[config.mk]
export PLATFORM = sky130hd
export DESIGN_NAME = lcd_progress_bar_cells
export DESIGN_NICKNAME = d
export VERILOG_FILES = /design/src/rtl/lpbc_pkg.sv /design/src/rtl/lpbc_front.sv /design/src/rtl/lpbc_queue.sv /design/src/rtl/lpbc_back.sv /design/src/rtl/lcd_progress_bar_cells.sv
export VERILOG_INCLUDE_DIRS = /design/src /design/src/rtl
export SDC_FILE = /design/constraint.sdc
export NUM_CORES = 1
export LEC_CHECK = 0
export ABC_AREA = 1
export BUFFER_PORTS_ARGS = -buffer_cell sky130_fd_sc_hd__buf_2
export CAP_MARGIN = 20
export CORE_MARGIN = 1.5
export CORE_UTILIZATION = 30
export CTS_CLUSTER_DIAMETER = 80
export CTS_CLUSTER_SIZE = 40
export DETAILED_ROUTE_END_ITERATION = 6
export PLACE_DENSITY = 0.53
export SLEW_MARGIN = 5
export SYNTH_ARGS = -nofsm -noshare
export SYNTH_HDL_FRONTEND = slang
export SYNTH_SLANG_ARGS = --single-unit
export TNS_END_PERCENT = 1
[constraint.sdc]
create_clock -name clk -period 5.4 [get_ports clk]
set_input_delay 0 -clock clk [delete_from_list [all_inputs] [get_ports clk]]
set_output_delay 0 -clock clk [all_outputs]
set_load 0.02 [all_outputs]
[src/rtl/lcd_progress_bar_cells_defines.svh]
// ---------------------------------------------------------------------------
// lcd_progress_bar_cells_defines
// assertion macros shared by the progress bar cell generator
// ---------------------------------------------------------------------------
`ifndef LCD_PROGRESS_BAR_CELLS_DEFINES_SVH
`define LCD_PROGRESS_BAR_CELLS_DEFINES_SVH

// same-cycle implication, sampled on clk, off during reset
`define LPBC_ASSERT_IMPL(label, ante, cons) \
	label: assert property (@(posedge clk) disable iff (!arst_n) (ante) |-> (cons)) \
		else $error("lcd progress bar check failed");

// next-cycle implication, sampled on clk, off during reset
`define LPBC_ASSERT_NEXT(label, ante, cons) \
	label: assert property (@(posedge clk) disable iff (!arst_n) (ante) |=> (cons)) \
		else $error("lcd progress bar check failed");

`endif

[src/rtl/lpbc_pkg.sv]
// ---------------------------------------------------------------------------
// lpbc_pkg
// types and constants of the progress bar cell generator
// ---------------------------------------------------------------------------
package lpbc_pkg;

	localparam int unsigned PROG_W        = 8;
	localparam int unsigned CELL_W        = 5;
	localparam int unsigned GLYPH_W       = 3;
	localparam int unsigned NUM_W         = 16;
	localparam int unsigned DIV_CNT_W     = $clog2(NUM_W);
	localparam int unsigned MAX_CELLS_DEF = 20;
	localparam int unsigned QCNT_W        = 2;

	localparam logic [GLYPH_W-1:0] GLYPH_EMPTY  = 3'd0;
	localparam logic [GLYPH_W-1:0] GLYPH_FULL   = 3'd5;
	localparam logic [NUM_W-1:0]   PIX_PER_CELL = 16'd5;
	localparam logic [QCNT_W-1:0]  QUEUE_DEPTH  = 2'd2;

	typedef struct packed {
		logic [PROG_W-1:0] progress;
		logic [PROG_W-1:0] max_progress;
		logic [CELL_W-1:0] cell_count;
	} req_t;

	typedef struct packed {
		logic [GLYPH_W-1:0] glyph;
		logic               last_cell;
	} rsp_t;

	typedef struct packed {
		logic [NUM_W-1:0]  pix;
		logic [CELL_W-1:0] cells;
	} fill_t;

	typedef struct packed {
		logic wr;
		logic rd;
	} q_ctl_t;

	typedef struct packed {
		logic              full;
		logic              empty;
		logic [QCNT_W-1:0] count;
	} q_stat_t;

	typedef enum logic [1:0] {
		F_IDLE,
		F_MUL,
		F_DIV,
		F_PUSH
	} front_state_t;

endpackage

[src/rtl/lpbc_front.sv]
// ---------------------------------------------------------------------------
// lpbc_front
// takes a request, saturates the length and finds the fill pixel count
// with a bit-serial restoring divide
// ---------------------------------------------------------------------------
module lpbc_front #(
	parameter int unsigned MAX_CELLS = lpbc_pkg::MAX_CELLS_DEF
) (
	input  logic            clk,
	input  logic            arst_n,
	input  logic            push,
	output logic            full,
	input  lpbc_pkg::req_t  request,
	output logic            q_wr,
	input  logic            q_full,
	output lpbc_pkg::fill_t fill
);
	import lpbc_pkg::*;

	localparam int unsigned LIM_W = CELL_W + 2;
	localparam logic [LIM_W-1:0] CellLimit = LIM_W'(MAX_CELLS);

	front_state_t state_q, state_d;
	logic [PROG_W-1:0]    prog_q;
	logic [PROG_W-1:0]    maxp_q;
	logic [CELL_W-1:0]    cells_q;
	logic [NUM_W-1:0]     num_q;
	logic [PROG_W-1:0]    rem_q;
	logic [DIV_CNT_W-1:0] cnt_q;

	logic                 accept;
	logic [CELL_W-1:0]    cells_sat;
	logic [PROG_W+CELL_W-1:0] prod;
	logic [PROG_W:0]      trial;
	logic                 ge;
	logic                 div_done;

	assign accept    = push && !full;
	assign cells_sat = ({2'b00, request.cell_count} > CellLimit) ?
		CellLimit[CELL_W-1:0] : request.cell_count;
	assign prod      = (PROG_W+CELL_W)'(prog_q) * (PROG_W+CELL_W)'(cells_q);
	assign trial     = {rem_q, num_q[NUM_W-1]};
	assign ge        = trial >= {1'b0, maxp_q};
	assign div_done  = cnt_q == DIV_CNT_W'(NUM_W - 1);

	always_comb begin
		state_d = state_q;
		unique case (state_q)
			F_IDLE: begin
				if (accept && (cells_sat != '0)) state_d = F_MUL;
			end
			F_MUL: state_d = F_DIV;
			F_DIV: begin
				if (div_done) state_d = F_PUSH;
			end
			F_PUSH: begin
				if (!q_full) state_d = F_IDLE;
			end
			default: state_d = F_IDLE;
		endcase
	end

	always_comb begin
		full       = state_q != F_IDLE;
		q_wr       = state_q == F_PUSH;
		fill.cells = cells_q;
		fill.pix   = (maxp_q == '0) ? '0 : num_q;
	end

	always_ff @(posedge clk or negedge arst_n) begin
		if (!arst_n) begin
			state_q <= F_IDLE;
		end else begin
			state_q <= state_d;
		end
	end

	always_ff @(posedge clk) begin
		if (accept) begin
			prog_q  <= request.progress;
			maxp_q  <= request.max_progress;
			cells_q <= cells_sat;
		end
		if (state_q == F_MUL) begin
			// times five as shift and add
			num_q <= NUM_W'({prod, 2'b00}) + NUM_W'(prod);
			rem_q <= '0;
			cnt_q <= '0;
		end else if (state_q == F_DIV) begin
			num_q <= {num_q[NUM_W-2:0], ge};
			rem_q <= ge ? PROG_W'(trial - {1'b0, maxp_q}) : trial[PROG_W-1:0];
			cnt_q <= cnt_q + DIV_CNT_W'(1);
		end
	end

endmodule

[src/rtl/lpbc_queue.sv]
// ---------------------------------------------------------------------------
// lpbc_queue
// two-entry queue between the divide front and the cell emitter
// ---------------------------------------------------------------------------
module lpbc_queue (
	input  logic             clk,
	input  logic             arst_n,
	input  lpbc_pkg::q_ctl_t ctl,
	input  lpbc_pkg::fill_t  din,
	output lpbc_pkg::q_stat_t stat,
	output lpbc_pkg::fill_t  dout
);
	import lpbc_pkg::*;

	fill_t head_q, tail_q;
	logic [QCNT_W-1:0] cnt_q;
	logic [QCNT_W-1:0] occ;
	logic do_wr, do_rd;

	assign stat.full  = cnt_q == QUEUE_DEPTH;
	assign stat.empty = cnt_q == '0;
	assign stat.count = cnt_q;
	assign do_wr      = ctl.wr && !stat.full;
	assign do_rd      = ctl.rd && !stat.empty;
	assign occ        = cnt_q - QCNT_W'(do_rd);
	assign dout       = head_q;

	always_ff @(posedge clk or negedge arst_n) begin
		if (!arst_n) begin
			cnt_q <= '0;
		end else begin
			cnt_q <= cnt_q + QCNT_W'(do_wr) - QCNT_W'(do_rd);
		end
	end

	always_ff @(posedge clk) begin
		if (do_rd && (cnt_q == QUEUE_DEPTH)) head_q <= tail_q;
		if (do_wr) begin
			if (occ == '0) head_q <= din;
			else tail_q <= din;
		end
	end

endmodule

[src/rtl/lpbc_back.sv]
// ---------------------------------------------------------------------------
// lpbc_back
// walks the cells of one bar and emits a glyph per cell into the
// result register
// ---------------------------------------------------------------------------
module lpbc_back (
	input  logic            clk,
	input  logic            arst_n,
	input  logic            q_empty,
	input  lpbc_pkg::fill_t fill,
	output logic            q_rd,
	output logic            empty,
	input  logic            pop,
	output lpbc_pkg::rsp_t  result
);
	import lpbc_pkg::*;

	logic              busy_q;
	logic              spent_q;
	logic              out_valid_q;
	logic [NUM_W-1:0]  rem_q;
	logic [CELL_W-1:0] left_q;
	rsp_t              result_q;

	logic               out_free;
	logic               emit;
	logic               whole;
	logic [GLYPH_W-1:0] glyph;

	assign out_free = !out_valid_q || pop;
	assign q_rd     = !busy_q && !q_empty;
	assign emit     = busy_q && out_free;
	assign whole    = rem_q >= PIX_PER_CELL;
	assign empty    = !out_valid_q;
	assign result   = result_q;

	// remaining pixels decide full, partial, then empty cells
	always_comb begin
		if (spent_q) glyph = GLYPH_EMPTY;
		else if (whole) glyph = GLYPH_FULL;
		else glyph = rem_q[GLYPH_W-1:0];
	end

	always_ff @(posedge clk or negedge arst_n) begin
		if (!arst_n) begin
			busy_q      <= 1'b0;
			out_valid_q <= 1'b0;
		end else begin
			if (q_rd) begin
				busy_q <= 1'b1;
			end else if (emit && (left_q == CELL_W'(1))) begin
				busy_q <= 1'b0;
			end
			if (emit) begin
				out_valid_q <= 1'b1;
			end else if (pop) begin
				out_valid_q <= 1'b0;
			end
		end
	end

	always_ff @(posedge clk) begin
		if (q_rd) begin
			rem_q   <= fill.pix;
			left_q  <= fill.cells;
			spent_q <= 1'b0;
		end else if (emit) begin
			left_q <= left_q - CELL_W'(1);
			if (!spent_q) begin
				if (whole) rem_q <= rem_q - PIX_PER_CELL;
				else spent_q <= 1'b1;
			end
		end
		if (emit) begin
			result_q.glyph     <= glyph;
			result_q.last_cell <= left_q == CELL_W'(1);
		end
	end

endmodule

[src/rtl/lcd_progress_bar_cells.sv]
// ---------------------------------------------------------------------------
// lcd_progress_bar_cells: character lcd progress bar cell generator
// cells: after the divide, one cell a cycle within a bar while the result register is free or popped
// requests: the front takes no new one until its 16-step divide result is pushed to the queue
// reset: asynchronous, queue and result register come up empty
// ---------------------------------------------------------------------------
`include "lcd_progress_bar_cells_defines.svh"

module lcd_progress_bar_cells #(
	parameter int unsigned MAX_CELLS = lpbc_pkg::MAX_CELLS_DEF
) (
	input  logic           clk,
	input  logic           arst_n,
	input  logic           push,
	output logic           full,
	input  lpbc_pkg::req_t request,
	output logic           empty,
	input  logic           pop,
	output lpbc_pkg::rsp_t result
);
	import lpbc_pkg::*;

	q_ctl_t  q_ctl;
	q_stat_t q_stat;
	fill_t   fill_in;
	fill_t   fill_out;

	lpbc_front #(
		.MAX_CELLS(MAX_CELLS)
	) u_front (
		.clk    (clk),
		.arst_n (arst_n),
		.push   (push),
		.full   (full),
		.request(request),
		.q_wr   (q_ctl.wr),
		.q_full (q_stat.full),
		.fill   (fill_in)
	);

	lpbc_queue u_queue (
		.clk   (clk),
		.arst_n(arst_n),
		.ctl   (q_ctl),
		.din   (fill_in),
		.stat  (q_stat),
		.dout  (fill_out)
	);

	lpbc_back u_back (
		.clk    (clk),
		.arst_n (arst_n),
		.q_empty(q_stat.empty),
		.fill   (fill_out),
		.q_rd   (q_ctl.rd),
		.empty  (empty),
		.pop    (pop),
		.result (result)
	);

	`LPBC_ASSERT_IMPL(a_glyph_range, !empty, result.glyph <= GLYPH_FULL)
	`LPBC_ASSERT_NEXT(a_busy_after_push, push && !full && (request.cell_count != '0), full)
	`LPBC_ASSERT_NEXT(a_queue_keeps, q_ctl.wr && !q_stat.full && !q_ctl.rd, !q_stat.empty)
	`LPBC_ASSERT_IMPL(a_queue_bound, 1'b1, q_stat.count <= QUEUE_DEPTH)

endmodule
== Word-level counts from Yosys, hierarchy flattened ==
Index checks and enable logic that the tools add are counted.
Widths: inputs -> output; s select.

* Output and inout bits: 6
* Input bits: 25
* Register bits after elaboration: 123

* $lt $le $gt $ge: 3
* Add/sub/neg operators: 8
* Multiplexer cells: 25
* Equality and inequality tests: 10
* Reduce and logical (&&, ||, !) cells: 29
* $mul: 1
* Bitwise operators: 1

{| class="wikitable"
|+ Operator list
! operator !! count
|-
| $mux 16 || 7
|-
| $mux 21 || 3
|-
| $add 15x13->16 || 1
|-
| $ge 16x3->1 const B || 1
|-
| $sub 16x3->16 const B || 1
|-
| $mux 5 || 3
|-
| $mul 8x5->13 || 1
|-
| $reduce_bool 2->1 || 6
|-
| $ge 9x8->1 || 1
|-
| $logic_and 1x1->1 || 8
|-
| $logic_not 8->1 || 1
|-
| $mux 8 || 1
|-
| $pmux 2 s4 || 1
|-
| $sub 8x8->8 || 1
|-
| $eq 2x2->1 const B || 3
|-
| $logic_not 2->1 || 3
|-
| $mux 1 || 6
|-
| $mux 2 || 3
|-
| $ne 2x1->1 const B || 3
|-
| $reduce_and 3->1 || 2
|-
| $eq 5x1->1 const B || 1
|-
| $gt 5x5->1 const B || 1
|-
| $logic_not 1->1 || 5
|-
| $reduce_bool 5->1 || 1
|-
| other kinds (12) || 13
|}

== Logic depth before layout (Yosys ltp) ==
Gate-level depths: netlist of the first run.

* Depth in word-level cells: 8
* Mapped depth: 27

== Modules after synthesis ==
Synthesis of the first run repeated with hierarchy kept, for this count alone.

* Cells, all modules: 992
* Area total of the unflattened synthesis: 8060.2 µm²

{| class="wikitable"
|+ By module, submodules not included
! module !! sequential area each (µm²) !! times used !! area an instance (µm²) !! cells each
|-
| lpbc_front || 1401.3 || 1 || 4485.6 || 577
|-
| lpbc_queue || 1101.1 || 1 || 1890.6 || 211
|-
| lpbc_back || 820.8 || 1 || 1684.1 || 204
|}

== Least setup slack after synthesis of the first run ==
OpenSTA, ideal clock, no wires.

* Path type: register to register
* Start point: register u_front.cells_q[4]
* End point: register u_front.num_q[13] (data pin)
* Setup slack: 0.624 ns
* Path buffers: 1
* Arrival: 4.517 ns
* Stages on the path, launching flop included: 27
* Path through: edfxtp_1 -> clkbuf_1 -> nand2_1 -> inv_1 -> fa_1 -> fa_1 -> inv_1 -> fa_1 -> inv_1 -> ha_1 -> inv_1 -> nor3_1 -> a21o_1 -> nand2_1 -> o21ai_0 -> xor2_1 -> ha_1 -> nand2_1 -> a21oi_1 -> a211oi_1 -> nand3_1 -> nand3_2 -> nand2_2 -> nand2_2 -> nand2_2 -> nand2_1 -> nand3_1

* Word-level cells in the longest chain between the ends: 3

{| class="wikitable"
|+ RTL lines
! item !! line !! text
|-
| from (decl) || lpbc_front.sv:26 || <nowiki>logic [CELL_W-1:0] cells_q;</nowiki>
|-
| from (signal assigned) || lpbc_front.sv:82 || <nowiki>cells_q <= cells_sat;</nowiki>
|-
| $mul 8x5->13 || lpbc_front.sv:41 || <nowiki>assign prod = (PROG_W+CELL_W)'(prog_q) * (PROG_W+CELL_W)'(cells_q);</nowiki>
|-
| $add 15x13->16 || lpbc_front.sv:86 || <nowiki>num_q <= NUM_W'({prod, 2'b00}) + NUM_W'(prod);</nowiki>
|-
| $mux 16 || lpbc_front.sv:84 || <nowiki>if (state_q == F_MUL) begin</nowiki>
|-
| to (signal assigned) || lpbc_front.sv:86 ||
|-
| to (signal assigned) || lpbc_front.sv:90 || <nowiki>num_q <= {num_q[NUM_W-2:0], ge};</nowiki>
|-
| to (decl) || lpbc_front.sv:27 || <nowiki>logic [NUM_W-1:0] num_q;</nowiki>
|}

Every way passes these cells.
A chain may end at the register's enable or synchronous reset.

== Worst setup path after layout of the first run ==
Same ends and word-level chain as after synthesis.

==> reports/results.tsv, run 1 <==
metric	value	unit
synth_xor_area_share	3.10	%
final.setup.tns	0	ps
r2r_slack	380	ps
finalMaxSlewViolations	0	
yosysUniqueCellTypes	47	
antenna_found_initial	0	
rr_startpoint	u_front.cells_q[4]$_DFFE_PP_	
hold_path_class	input pin to flop	
cts_tree	done	
synth-async-reset-ratio	4.88	%
netlist_area	7620	sq um
grt_start_max_net_pins	43	
crit_fanout	7	
nFillCells	2593	
ant_nets	0	
drc	0	
synth_area_leaders	edfxtp_1 (33%), nand2_1 (10%), dfxtp_1 (8.9%), ha_1 (8.5%), inv_1 (7.1%)	
syn_to_final_growth	17.6	%
synth-edff-count	83	
status	finished clean	
critPathCapture	u_front.num_q[13]$_DFFE_PP_	
grt_pass1_wl	26900	um
slew_headroom	34.6	%
cts-root-buf	clkbuf_16	
synth_top_area_share	32.7	%
cp_data_required_time	5560	ps
synth_ff_type	edfxtp_1	
htreeDepth	4	
avgSynthCellArea	8.62	sq um
ioPinCount	31	
synth_nets	981	
cp.arrival	5190	ps
synth_top_family_by_area	simple AND/OR/NAND/NOR gates	
clockBufferDepth	2	
cts.sinks	123	
synth.largest_area_cell	edfxtp_1	
crit_path_end_kind	flop	
finalNetCount	1039	
overflow	0	
rows	58	
synth_fa_ha_area_share	13.8	%
max_freq	0.199	GHz
setup_viol	0	
seqCellArea	3320	sq um
grt_usage	12.7	%
post-route-min-period	5020	ps
clk_pin_slew	60	ps
die_h	162	um
fin_ws	375	ps
core	25000	sq um
rsz0062_at_grt	no	
critPathLaunchType	flop	
drt-pass1-iter-count	4	
crit_start	u_front.cells_q[4]$_DFFE_PP_	
synth_seq_cells	123	
io_buffer_count	30	
via_count	5724	
post-route-period-util	93.1	%
cap_violations	0	
synth-simple-area-share	20.9	%
cts-buffers-inserted	17	
routed_wl	15700	um
start_util	30.4	%
drive_above_1_share	12.0	%
worst_r2r_path_depth	25	
hold_violations	0	
hpwl	11700	um
antennaDiodeCount	0	
yosys_warnings	0	
synthMuxAreaShare	0	%
synth_compound_area_share	9.61	%
synthCells	884	
die_area	26400	sq um
multi_input_area	3630	sq um
holdWs	145	ps
reg2reg_to	u_front.num_q[13]$_DFFE_PP_	
clock-skew-final	7.79	ps
worst_pin_slew	974	ps
criticalPathCategory	flop to flop	
grt_pass1_vias	5642	
gp_congestion	0.804	
die_x	162	um
avgRoutedWirePerCell	12.2	um
viasPerCell	4.45	
drt_iter0_markers	338	
place_ws	253	ps
clk-insertion-delay-late	410	ps
synth_seq_area_share	43.6	%
worst min path at each step:
stage               slack [ps]  startpoint                             end  depth (start not counted)
finish                     150        push  u_front.state_q[1]$_DFFE_PN0P_                          7
global route               200        push  u_front.state_q[1]$_DFFE_PN0P_                          7
CTS                        130        push  u_front.state_q[1]$_DFFE_PN0P_                          7
detailed placement        -160      arst_n  u_back.out_valid_q$_DFFE_PN0P_                          1
global placement          -160      arst_n  u_back.out_valid_q$_DFFE_PN0P_                          1
floorplan                 -300      arst_n       u_back.busy_q$_DFFE_PN0P_                          0
cells in the final DEF (no fill, tap or decap), drive strengths merged:
cell type	instances
o22ai	2
a21boi	3
clkbuf	18
a211oi	2
a21o	1
a31oi	26
o211ai	6
or2	3
dfrtp	6
buf	39
fa	20
xor2	16
clkinvlp	2
nor3b	1
o21ai	47
dlygate4sd3	24
o21bai	1
dfxtp	34
nand3	27
nor3	9
nor4	3
o31ai	4
and3	1
clkinv	9
nand3b	4
inv	154
nor2	83
xnor2	11
nand2	220
nand4	9
ha	52
a21oi	35
edfxtp	83
metrics by stage:
| stage | cell area, sq um | util (%) | instances |
|---|---|---|---|
| 2_1_floorplan | 7620 | - | 884 |
| 3_3_place_gp | 8100 | 32.4 | 1222 |
| 3_5_place_dp | 8100 | 32.4 | 1222 |
| 4_1_cts | 8890 | 35.5 | 1278 |
| 5_1_grt | 8960 | 35.8 | 1285 |
| 6_report | 8960 | 35.8 | 1285 |
cells by family (layout without fill, tap and decap cells):
kind of cell | Yosys count | in the layout
AOI/OAI and AO/OA | 127 | 127
DFF | 123 | 123
adders and majority gates | 72 | 72
buffers and inverters | 175 | 246
xor gates and xnor gates | 27 | 27
and+or+nand+nor | 360 | 360
flip-flops by register name, indices dropped and copies added, names as in the netlist, 8 cells and up:
name            flops
u_front.num_q      16
u_front.rem_q       8
u_queue.dout       21
u_back.rem_q       16
u_front.maxp_q      8
u_queue.tail_q     21
u_front.prog_q      8
layout make-up:
cell class | instances | area share, %
Inverter | 150 | 6.29
Clock inverter | 15 | 1.42
Multi-Input combinational cell | 586 | 40.6
Timing Repair Buffer | 64 | 5.25
Clock buffer | 17 | 4.75
Tap cell | 330 | 4.61
Sequential cell | 123 | 37.1
worst max-delay path, cell delays in order (launching register included):
cell and delay, ps:
edfxtp_1 500, nand2_1 100, inv_1 60, fa_1 510, fa_1 540, inv_1 50
fa_1 520, inv_1 40, ha_1 340, inv_1 90, nor3_2 200, a21o_1 170
nand2_1 50, o21ai_0 190, xor2_1 240, ha_1 310, nand2_1 110, a21oi_1 40
a211oi_1 170, nand3_1 140, nand3_2 110, nand2_2 50, nand2_2 70, nand2_2 60
nand2_1 50, nand3_1 60
cell usage after synthesis (13+ instances only):
library cell  number
nand2_1          205
inv_1            144
edfxtp_1          83
nor2_1            80
ha_1              52
o21ai_0           42
dfxtp_1           34
a21oi_1           33
a31oi_1           26
nand3_1           21
fa_1              20
clkbuf_1          18
xor2_1            16
nand2_2           13
layer usage:
metal / track usage (%) / routed length [um] / up-vias
li1: - / - / 2995
met1: 17.2 / 7860 / 2638
met3: 3.00 / 507 / 16
met2: 19.9 / 7070 / 75
met4: 4.17 / 232 / 0
met5: 0 / 0 / -
repair_timing:
action                     4_1_cts  5_1_grt
gates resized for setup          0        3
buffers inserted                 0        6
setup endpoints to repair        0        5
hold buffers                    24        0
hold endpoints to repair        28        0
Power of run 1 is not shown: default switching activity piles up to over one toggle a cycle in this logic, so the estimate is an artifact.
==> run 2, diff against run 1 <==
--- a/config.mk
+++ b/config.mk
@@ -7,7 +7,7 @@
 export NUM_CORES = 1
 export LEC_CHECK = 0
 export ABC_AREA = 1
-export BUFFER_PORTS_ARGS = -buffer_cell sky130_fd_sc_hd__buf_2
+export BUFFER_PORTS_ARGS = -buffer_cell sky130_fd_sc_hd__clkbuf_2
 export CAP_MARGIN = 20
 export CORE_MARGIN = 1.5
 export CORE_UTILIZATION = 30
@@ -15,7 +15,7 @@
 export CTS_CLUSTER_SIZE = 40
 export DETAILED_ROUTE_END_ITERATION = 6
 export PLACE_DENSITY = 0.53
-export SLEW_MARGIN = 5
+export SLEW_MARGIN = 15
 export SYNTH_ARGS = -nofsm -noshare
 export SYNTH_HDL_FRONTEND = slang
 export SYNTH_SLANG_ARGS = --single-unit
==> run 2 against run 1 <==
- fmax is 0.70% higher
- die area stayed put
- count of clock-buffer cells in the layout stayed put
- setup slack better by 35 ps
- sequential share of layout area is 0.10 points lower
- critical path depth stayed put
- cell count is 0.16% lower
- critical endpoint unchanged
- routed wire length is 0.94% higher
- non-clock buffer count is 2 lower
- highest routed layer unchanged
- hold slack better by 0.95 ps
- core utilization is 0.10 points higher
==> reports/results.tsv, run 2 (synthesized netlist as in run 1, its figures left out) <==
metric	value	unit	change
io_buffer_count	30		unchanged
rsz0062_at_grt	no		
clk_pin_slew	60	ps	about the same
final.setup.tns	0	ps	unchanged
cp.buffers_inverters	4		unchanged
setup_viol	0		unchanged
nFillCells	2582		-0.42%
drive_above_1_share	12.1	%	+0.025 points
finalMaxSlewViolations	0		unchanged
critPathLaunchType	flop		
cts.sinks	123		unchanged
avgRoutedWirePerCell	12.3	um	+1.1%
cp_slowest_stage_delay	540	ps	about the same
grt_start_max_net_pins	43		unchanged
core	25000	sq um	unchanged
overflow	0		unchanged
grt_pass1_vias	5544		-1.7%
worst_pin_slew	992	ps	+18.4 ps
finalNetCount	1037		-0.19%
criticalPathCategory	flop to flop		
cts_tree	done		
mostFrequentLayoutCells	nand2_1 (205), inv_1 (144), edfxtp_1 (83), nor2_1 (80), ha_1 (51)		
syn_to_final_growth	17.9	%	
post-route-period-util	92.4	%	-0.64 points
status	finished clean		
antennaDiodeCount	0		unchanged
start_util	30.4	%	unchanged
clockBufferDepth	2		unchanged
ant_nets	0		unchanged
layout_commonest_cell	nand2_1		
post-route-min-period	4990	ps	-34.7 ps
cpLargestDelayFamily	adder cells		
cap_violations	0		unchanged
via_count	5760		+0.63%
slew_headroom	33.4	%	-1.2 points
die_x	162	um	unchanged
crit_fanout	6		-1
drc	0		unchanged
die_area	26400	sq um	unchanged
die_h	162	um	unchanged
max_freq	0.200	GHz	+0.70%
clock-skew-final	10.2	ps	+2.45 ps
rows	58		unchanged
cp_data_required_time	5570	ps	about the same
slowest_stage	fa_1		
drt-pass1-iter-count	5		+1
grt_usage	12.6	%	-0.12 points
cts-buffers-inserted	17		unchanged
htreeDepth	4		unchanged
hold_violations	0		unchanged
ioPinCount	31		unchanged
hold_path_class	input pin to flop		
antenna_found_initial	0		unchanged
cp.arrival	5160	ps	-30 ps
routed_wl	15800	um	+0.94%
clk-insertion-delay-late	420	ps	about the same
crit_path_end_kind	flop		
gp_congestion	0.856		+6.6%
hpwl	11800	um	+0.59%
cts-root-buf	clkbuf_16		
grt_pass1_wl	26600	um	-1.2%
drt_iter0_markers	297		-12%
viasPerCell	4.49		+0.79%
## run 2: repair_timing
item | 4_1_cts | 5_1_grt
endpoints found under the hold margin | 28 | 0
setup endpoints to repair | 0 | 5
gates resized for setup | 0 | 5
buffers inserted | 0 | 4
hold buffers | 24 | 0
## run 2: cell type report
class / instances / area, sq um / share of cell area, %
inverter: 150 / 563 / 6.27
tap: 330 / 413 / 4.60
clock inverter: 15 / 154 / 1.71
clock buffer: 17 / 425 / 4.74
sequential: 123 / 3320 / 37.0
timing repair buffer: 62 / 453 / 5.04
multi-input combinational: 586 / 3650 / 40.6
## run 2: per-layer routing
layer / part of all wire [%] / routed length [um] / global-route usage [%]
met1: 50 / 7990 / 17.0
met4: 0.94 / 149 / 3.04
met2: 45 / 7150 / 20.3
met3: 3.3 / 528 / 2.85
met5: 0 / 0 / 0
## run 2: per-stage QoR
| stage | instances | instance area, sq um | util [%] | worst slack [ps] | hold slack, ps |
|---|---|---|---|---|---|
| after floorplan | 884 | 7620 | - | 624 | -296 |
| after detailed placement | 1222 | 8100 | 32.4 | 279 | -153 |
| after global routing | 1283 | 8980 | 35.9 | 25.2 | 244 |
| after global placement | 1222 | 8100 | 32.4 | 321 | -155 |
| after CTS | 1278 | 8920 | 35.6 | 259 | 134 |
| final | 1283 | 8980 | 35.9 | 410 | 146 |
## run 2: path summary, 6_finish.rpt
| path | start | cells past startpoint | end | slack (ps) |
|---|---|---|---|---|
| worst max register to register | u_front.cells_q[4]$_DFFE_PP_ | 25 | u_front.num_q[13]$_DFFE_PP_ | 410 |
| worst min-delay path | push | 7 | u_front.state_q[1]$_DFFE_PN0P_ | 150 |
| worst min register to register | u_front.rem_q[7]$_SDFFE_PN0P_ | 2 | u_front.rem_q[7]$_SDFFE_PN0P_ | 470 |
| worst max-delay path | u_front.cells_q[4]$_DFFE_PP_ | 25 | u_front.num_q[13]$_DFFE_PP_ | 410 |
| max in group asynchronous | arst_n | 3 | u_front.state_q[0]$_DFFE_PN0P_ | 4640 |
| min in group asynchronous | arst_n | 3 | u_back.out_valid_q$_DFFE_PN0P_ | 530 |
## run 2: tightest hold or removal path, stage by stage
cell and delay, ps:
clkbuf_2 80, nand2_1 80, o21ai_0 100, nand2_1 60, a21oi_1 60, nand2_1 50
o21ai_0 70
Power of run 2 is left out for the same reason.
